--- src/hdl/lrx_pkg.sv ---
package lrx_pkg;

   // default line store depth
   localparam int BUF_LEN_DEF = 64;

   // entries in the queue between front and back
   localparam int QUEUE_DEPTH = 2;

   localparam logic [7:0] LF_CODE = 8'h0a;
   localparam logic [7:0] CR_CODE = 8'h0d;

   // one classified input item
   typedef struct packed {
      logic       is_read;
      logic       is_lf;
      logic       is_cr;
      logic [7:0] data;
   } item_type;

endpackage

--- src/hdl/lrx_ram.sv ---
module lrx_ram #(
   parameter int WIDTH = 8,
   parameter int DEPTH = 64
) (
   input  logic                     clock,
   input  logic                     wr_en,
   input  logic [$clog2(DEPTH)-1:0] wr_addr,
   input  logic [WIDTH-1:0]         wr_data,
   input  logic                     rd_en,
   input  logic [$clog2(DEPTH)-1:0] rd_addr,
   output logic [WIDTH-1:0]         rd_data
);

   logic [WIDTH-1:0] mem_ff [DEPTH];
   logic [WIDTH-1:0] rd_data_ff;

   // single write port, registered read port
   always_ff @(posedge clock) begin
      if (wr_en) begin
         mem_ff[wr_addr] <= wr_data;
      end
      if (rd_en) begin
         rd_data_ff <= mem_ff[rd_addr];
      end
   end

   assign rd_data = rd_data_ff;

endmodule

--- src/hdl/lrx_front.sv ---
module lrx_front
   import lrx_pkg::*;
(
   input  logic       clock,
   input  logic       reset,
   input  logic       start,
   input  logic       req_operation,
   input  logic [7:0] req_rx_byte,
   output logic       busy,
   output item_type   head,
   output logic       head_valid,
   input  logic       pop
);

   localparam int PW = $clog2(QUEUE_DEPTH);
   localparam int FW = $clog2(QUEUE_DEPTH + 1);

   item_type        slot_ff [QUEUE_DEPTH];
   logic [PW-1:0]   wr_ptr_ff, wr_ptr_in;
   logic [PW-1:0]   rd_ptr_ff, rd_ptr_in;
   logic [FW-1:0]   fill_ff, fill_in;
   logic            push;
   item_type        item;

   // classify the incoming transfer
   always_comb begin
      item.is_read = req_operation;
      item.is_lf   = (req_rx_byte == LF_CODE);
      item.is_cr   = (req_rx_byte == CR_CODE);
      item.data    = req_rx_byte;
   end

   assign busy       = (fill_ff == FW'(QUEUE_DEPTH));
   assign push       = start && !busy;
   assign head_valid = (fill_ff != '0);
   assign head       = slot_ff[rd_ptr_ff];

   // pointer and fill bookkeeping
   always_comb begin
      wr_ptr_in = wr_ptr_ff;
      rd_ptr_in = rd_ptr_ff;
      fill_in   = fill_ff;
      if (push) begin
         wr_ptr_in = (wr_ptr_ff == PW'(QUEUE_DEPTH - 1)) ? '0 : wr_ptr_ff + 1'b1;
      end
      if (pop) begin
         rd_ptr_in = (rd_ptr_ff == PW'(QUEUE_DEPTH - 1)) ? '0 : rd_ptr_ff + 1'b1;
      end
      if (push && !pop) begin
         fill_in = fill_ff + 1'b1;
      end else if (pop && !push) begin
         fill_in = fill_ff - 1'b1;
      end
   end

   always_ff @(posedge clock) begin
      if (reset) begin
         wr_ptr_ff <= '0;
         rd_ptr_ff <= '0;
         fill_ff   <= '0;
      end else begin
         wr_ptr_ff <= wr_ptr_in;
         rd_ptr_ff <= rd_ptr_in;
         fill_ff   <= fill_in;
      end
   end

   // queue payload
   always_ff @(posedge clock) begin
      if (push) begin
         slot_ff[wr_ptr_ff] <= item;
      end
   end

endmodule

--- src/hdl/lrx_back.sv ---
module lrx_back
   import lrx_pkg::*;
#(
   parameter int BUF_LEN = BUF_LEN_DEF
) (
   input  logic                       clock,
   input  logic                       reset,
   input  item_type                   head,
   input  logic                       head_valid,
   output logic                       pop,
   output logic                       wr_en,
   output logic [$clog2(BUF_LEN)-1:0] wr_addr,
   output logic [7:0]                 wr_data,
   output logic                       rd_en,
   output logic [$clog2(BUF_LEN)-1:0] rd_addr,
   input  logic [7:0]                 rd_data,
   output logic                       rsp_valid,
   output logic [7:0]                 rsp_out_byte,
   output logic                       rsp_has_data,
   output logic [$clog2(BUF_LEN)-1:0] rsp_line_length,
   output logic                       rsp_last
);

   localparam int CW = $clog2(BUF_LEN);

   logic          line_done_ff, line_done_in;
   logic          cr_seen_ff, cr_seen_in;
   logic [CW-1:0] count_ff, count_in;
   logic          play_ff, play_in;
   logic [CW-1:0] addr_ff, addr_in;
   logic [CW-1:0] len_ff, len_in;
   logic          valid_ff, valid_in;
   logic          has_ff, has_in;
   logic [CW-1:0] len_out_ff, len_out_in;
   logic          last_ff, last_in;
   logic          play_last;

   assign pop       = head_valid && !play_ff;
   assign wr_addr   = count_ff;
   assign wr_data   = head.data;
   assign rd_addr   = addr_ff;
   assign play_last = (addr_ff == len_ff - 1'b1);

   // execute one queued item, or step the playout
   always_comb begin
      line_done_in = line_done_ff;
      cr_seen_in   = cr_seen_ff;
      count_in     = count_ff;
      play_in      = play_ff;
      addr_in      = addr_ff;
      len_in       = len_ff;
      valid_in     = 1'b0;
      has_in       = 1'b0;
      len_out_in   = '0;
      last_in      = 1'b0;
      wr_en        = 1'b0;
      rd_en        = 1'b0;
      if (play_ff) begin
         rd_en      = 1'b1;
         valid_in   = 1'b1;
         has_in     = 1'b1;
         len_out_in = len_ff;
         last_in    = play_last;
         addr_in    = addr_ff + 1'b1;
         if (play_last) begin
            play_in = 1'b0;
         end
      end else if (head_valid) begin
         if (!head.is_read) begin
            // received byte; ignored while a line is complete
            if (!line_done_ff) begin
               if (cr_seen_ff) begin
                  if (head.is_lf) begin
                     line_done_in = 1'b1;
                  end else begin
                     count_in   = '0;
                     cr_seen_in = 1'b0;
                  end
               end else if (head.is_cr) begin
                  cr_seen_in = 1'b1;
               end else begin
                  wr_en    = 1'b1;
                  count_in = (count_ff == CW'(BUF_LEN - 1)) ? '0 : count_ff + 1'b1;
               end
            end
         end else if (line_done_ff && (count_ff != '0)) begin
            // start playout and clear the receiver
            play_in      = 1'b1;
            addr_in      = '0;
            len_in       = count_ff;
            line_done_in = 1'b0;
            cr_seen_in   = 1'b0;
            count_in     = '0;
         end else begin
            // empty read
            valid_in = 1'b1;
            last_in  = 1'b1;
            if (line_done_ff) begin
               line_done_in = 1'b0;
               cr_seen_in   = 1'b0;
               count_in     = '0;
            end
         end
      end
   end

   always_ff @(posedge clock) begin
      if (reset) begin
         line_done_ff <= 1'b0;
         cr_seen_ff   <= 1'b0;
         count_ff     <= '0;
         play_ff      <= 1'b0;
         valid_ff     <= 1'b0;
      end else begin
         line_done_ff <= line_done_in;
         cr_seen_ff   <= cr_seen_in;
         count_ff     <= count_in;
         play_ff      <= play_in;
         valid_ff     <= valid_in;
      end
   end

   // playout and result payload
   always_ff @(posedge clock) begin
      addr_ff    <= addr_in;
      len_ff     <= len_in;
      has_ff     <= has_in;
      len_out_ff <= len_out_in;
      last_ff    <= last_in;
   end

   assign rsp_valid       = valid_ff;
   assign rsp_has_data    = has_ff;
   assign rsp_line_length = len_out_ff;
   assign rsp_last        = last_ff;
   assign rsp_out_byte    = has_ff ? rd_data : 8'h00;

endmodule

--- src/hdl/crlf_line_receiver_core.sv ---
// Byte transfer: queued, then executed at the head; back handles one per cycle outside playout.
// Read transfer: queued, then starts playout; results come one per cycle, set by the single
// registered read port of the line store; the back pops no queued item until playout ends.
// Empty read: one registered result from the back. busy rises only when the queue is full.
// Synchronous reset clears queue, flags and byte count; the line store is not cleared.
module crlf_line_receiver_core
   import lrx_pkg::*;
#(
   parameter int BUF_LEN = BUF_LEN_DEF
) (
   input  logic                       clock,
   input  logic                       reset,
   input  logic                       start,
   output logic                       busy,
   input  logic                       req_operation,
   input  logic [7:0]                 req_rx_byte,
   output logic                       rsp_valid,
   output logic [7:0]                 rsp_out_byte,
   output logic                       rsp_has_data,
   output logic [$clog2(BUF_LEN)-1:0] rsp_line_length,
   output logic                       rsp_last
);

   localparam int CW = $clog2(BUF_LEN);

   item_type      head;
   logic          head_valid;
   logic          pop;
   logic          wr_en;
   logic [CW-1:0] wr_addr;
   logic [7:0]    wr_data;
   logic          rd_en;
   logic [CW-1:0] rd_addr;
   logic [7:0]    rd_data;

   // accept and classify, queue
   lrx_front u_front (
      .clock         (clock),
      .reset         (reset),
      .start         (start),
      .req_operation (req_operation),
      .req_rx_byte   (req_rx_byte),
      .busy          (busy),
      .head          (head),
      .head_valid    (head_valid),
      .pop           (pop)
   );

   // line state and playout
   lrx_back #(
      .BUF_LEN (BUF_LEN)
   ) u_back (
      .clock           (clock),
      .reset           (reset),
      .head            (head),
      .head_valid      (head_valid),
      .pop             (pop),
      .wr_en           (wr_en),
      .wr_addr         (wr_addr),
      .wr_data         (wr_data),
      .rd_en           (rd_en),
      .rd_addr         (rd_addr),
      .rd_data         (rd_data),
      .rsp_valid       (rsp_valid),
      .rsp_out_byte    (rsp_out_byte),
      .rsp_has_data    (rsp_has_data),
      .rsp_line_length (rsp_line_length),
      .rsp_last        (rsp_last)
   );

   // line store
   lrx_ram #(
      .WIDTH (8),
      .DEPTH (BUF_LEN)
   ) u_store (
      .clock   (clock),
      .wr_en   (wr_en),
      .wr_addr (wr_addr),
      .wr_data (wr_data),
      .rd_en   (rd_en),
      .rd_addr (rd_addr),
      .rd_data (rd_data)
   );

endmodule

--- config.mk ---
export PLATFORM = sky130hd
export DESIGN_NAME = crlf_line_receiver_core
export DESIGN_NICKNAME = d
export VERILOG_FILES = /design/src/hdl/lrx_pkg.sv /design/src/hdl/lrx_ram.sv /design/src/hdl/lrx_front.sv /design/src/hdl/lrx_back.sv /design/src/hdl/crlf_line_receiver_core.sv
export SDC_FILE = /design/constraint.sdc
export NUM_CORES = 1
export LEC_CHECK = 0
export BUFFER_PORTS_ARGS = -buffer_cell sky130_fd_sc_hd__buf_2
export CAP_MARGIN = 20
export CORE_AREA = 4 4 197 199
export CTS_CLUSTER_SIZE = 30
export DETAILED_ROUTE_END_ITERATION = 10
export DIE_AREA = 0 0 201 203
export GPL_TIMING_DRIVEN = 0
export PLACE_DENSITY = 0.86
export SETUP_SLACK_MARGIN = 0.1
export SLEW_MARGIN = 25
export SYNTH_ARGS = -nofsm -noshare
export SYNTH_HDL_FRONTEND = slang
export SYNTH_SLANG_ARGS = --single-unit
--- constraint.sdc ---
create_clock -name clock -period 3.55 [get_ports clock]
set_clock_uncertainty 0.15 [all_clocks]
set_input_delay 0.8875 -clock clock [delete_from_list [all_inputs] [get_ports clock]]
set_output_delay 0.8875 -clock clock [all_outputs]
set_load 0.005 [all_outputs]
==> results.ini <==
[outcome]
status = complete, but fails checks
failed_checks = setup timing

[floorplan]
core_area_um2 = 37200
die_y_um = 203
io_pins = 30
initial_core_util_pct = 60.9
dieArea_um2 = 40800
die_w_um = 201
num_rows = 71

[sta]
fmax_mhz = 282
layout_setup_ws_ps = -1.09
setup-tns-final_ps = -1.79
max_slew_margin_pct = 31.5
fin_crit_ps = 3550
setup_viol = 2
hold_viol = 0
tightestPinTransition_ps = 1030
fin_crit_sh_pct = 100
drv_slew = 0
grt_setup_unrepaired = yes

[critical_path]
path_class = reg2reg
cp_max_fo = 17
end_kind = flip-flop
cp-startpoint = u_back.play_ff
required_ps = 3620
regToRegStartpoint = u_back.play_ff
worst_setup_path_start_kind = flip-flop
arrival_ps = 3620

[cts]
htree_levels = 2
path_clk_slew_ps = 60
ctsHoldBuffers = 0
clk_latency_ps = 590
post_cts.repair.setup_buffers = 0
cts_made_buffers = 55
clk_path_buf_depth = 3
cts_tree = built
cts-root-buf = clkbuf_16
cts.sinks = 577

[hold_path]
min_from = u_back.wr_addr[2]
holdCritPathClass = reg2reg

[layout]
diodes = 0
final_core_util_pct = 68.2
num-nets-final = 1328
syn2layout_area_growth_pct = 11.9
drive_above_1_share_pct = 20.7

[drt]
m1WireLength_um = 19100
postRouteAntennaNets = 0
vias_per_cell = 6.87
wl_per_cell_um = 29.6
drc = 0
drt_iter0_drc = 1761
dr.max_layer_used = met5
first_pass_iters = 8
vias = 12500
met3_length_um = 5970
drt-total-wl_um = 54000
wl_met2_um = 25700

[grt]
grt_usage_pct = 26.3
antenna_found_initial = 2
first_global_vias = 12600
grt_pass1_wl_um = 80000
overflow = 0
grt_max_degree = 65

[yosys]
synth.largest_area_cell = edfxtp_1
synth_nets = 1242
synthFlopType = edfxtp_1
synth_edf_count = 554
syn_area_per_cell_um2 = 18.5
synth-seq-cells = 577
synth_top_area_share_pct = 73.3
ys_types = 56
synth.area.top_cells = edfxtp_1 (73%), mux4_2 (6.8%), mux2i_1 (5.5%)
synth_warnings = 0
synthCells = 1225
synthesis.area_um2 = 22700
yosysSeqAreaShare_pct = 75.4
ys_async_sr_fraction_pct = 0

[placement]
gp_congestion = 0.915
dp_hpwl_um = 33100
port_buffers = 29

[job]
cap_violations = 0

[power]
power_density_nw_per_um2 = 584
power_leakage_nw = 8.34
vdd_drop_max_v = 0.000495

-- worst paths after layout --
kind                                        endpoint  slack, ps  depth (start not counted)
worst min register to register      u_back.len_ff[2]        280                          0
worst max-delay path            u_store.mem_ff[4][5]         -1                          6
worst min-delay path                u_back.len_ff[2]        280                          0
worst max register to register  u_store.mem_ff[4][5]         -1                          6
-- power breakdown --
group / switching [mW] / internal, mW / total [mW]
clock network: 2.41 / 3.17 / 5.57
registers: 0.0550 / 8.12 / 8.17
logic: 0.872 / 0.209 / 1.08
-- repair_timing --
action | 4_1_cts | 5_1_grt
setup endpoints to repair | 200 | 420
cloned | 0 | 0
gates resized for setup | 20 | 55
-- synthesized netlist by cell type, types with 6 or more instances --
library cell	count
o21ai_0	35
a21o_1	7
dfxtp_1	23
nand3_1	8
buf_4	13
mux2_2	9
o22ai_1	16
o221ai_1	15
a221oi_1	38
inv_1	10
xnor2_1	7
a22oi_1	8
edfxtp_1	554
and2_1	22
mux4_2	68
buf_2	12
clkbuf_1	35
xor2_1	9
nor2_1	83
a211oi_1	17
nand2_1	12
nand2b_1	6
mux2i_1	124
a21oi_1	25
-- cells by family after synthesis --
family | after synthesis | share of synthesized area [%]
AOI/OAI and AO/OA | 171 | 5.25
xor gates and xnor gates | 16 | 0.618
adders and majority gates | 5 | 0.276
buffers and inverters | 81 | 1.79
DFF | 577 | 75.4
muxes | 203 | 12.8
and+or+nand+nor | 172 | 3.91
-- through the flow --
stage / setup slack [ps] / instances / power [mW] / hold WS (ps) / instance area, um^2
2_1_floorplan: 847 / 1225 / 8.91 / 256 / 22700
3_3_place_gp: -86.7 / 1728 / 9.28 / 257 / 23400
3_5_place_dp: -185 / 1728 / 9.37 / 263 / 23400
4_1_cts: -127 / 1827 / 14.8 / 277 / 25200
5_1_grt: -83.0 / 1827 / 15.2 / 294 / 25400
6_report: -1.09 / 1827 / 14.8 / 277 / 25400
-- critical path, cell delays in order, from the launching register on --
cell and delay, ps:
dfxtp_1 640, nor2_4 320, inv_2 90, or4_4 560, nor2_4 210, nand3_2 580
nor2_2 640
-- layout by cell type (no fill, tap or decap), types with 12 or more instances in the layout --
| cell | instances |
|---|---|
| a211oi_1 | 17 |
| a21oi_1 | 25 |
| a221oi_1 | 37 |
| and2_1 | 22 |
| buf_2 | 41 |
| buf_4 | 13 |
| clkbuf_1 | 49 |
| clkbuf_16 | 57 |
| clkinv_1 | 12 |
| dfxtp_1 | 23 |
| edfxtp_1 | 554 |
| mux2i_1 | 124 |
| mux4_2 | 68 |
| nand2_1 | 12 |
| nor2_1 | 33 |
| nor2_2 | 32 |
| nor2_4 | 21 |
| o21ai_0 | 35 |
| o221ai_1 | 15 |
| o22ai_1 | 16 |
-- area by class of cell --
class / count / area (um^2)
fillers: 2189 / 11800
plain buffers: 70 / 367
clock buffers: 73 / 1500
repair buffers: 29 / 145
flip-flops and latches: 577 / 17100
clock inverters: 26 / 193
multi-input cells: 567 / 5450
inverters: 11 / 41.3
well taps: 474 / 593
-- sequential cells by signal (all words and copies together) (netlist names), 2 cells and up, named ones only --
name                    cells
u_store.mem_ff            512
u_front.slot_ff            22
u_store.rd_data             8
u_back.len_ff               6
u_back.rd_addr              6
u_back.rsp_line_length      6
u_back.wr_addr              6
u_front.fill_ff             2
-- metal layers --
layer / global-route usage, % / vias to the layer above
li1: - / 5130
met2: 42.1 / 940
met1: 34.5 / 6252
met3: 6.04 / 221
met4: 13.1 / 4
met5: 0 / -
Note: power is estimated with default switching activity, not from simulation.
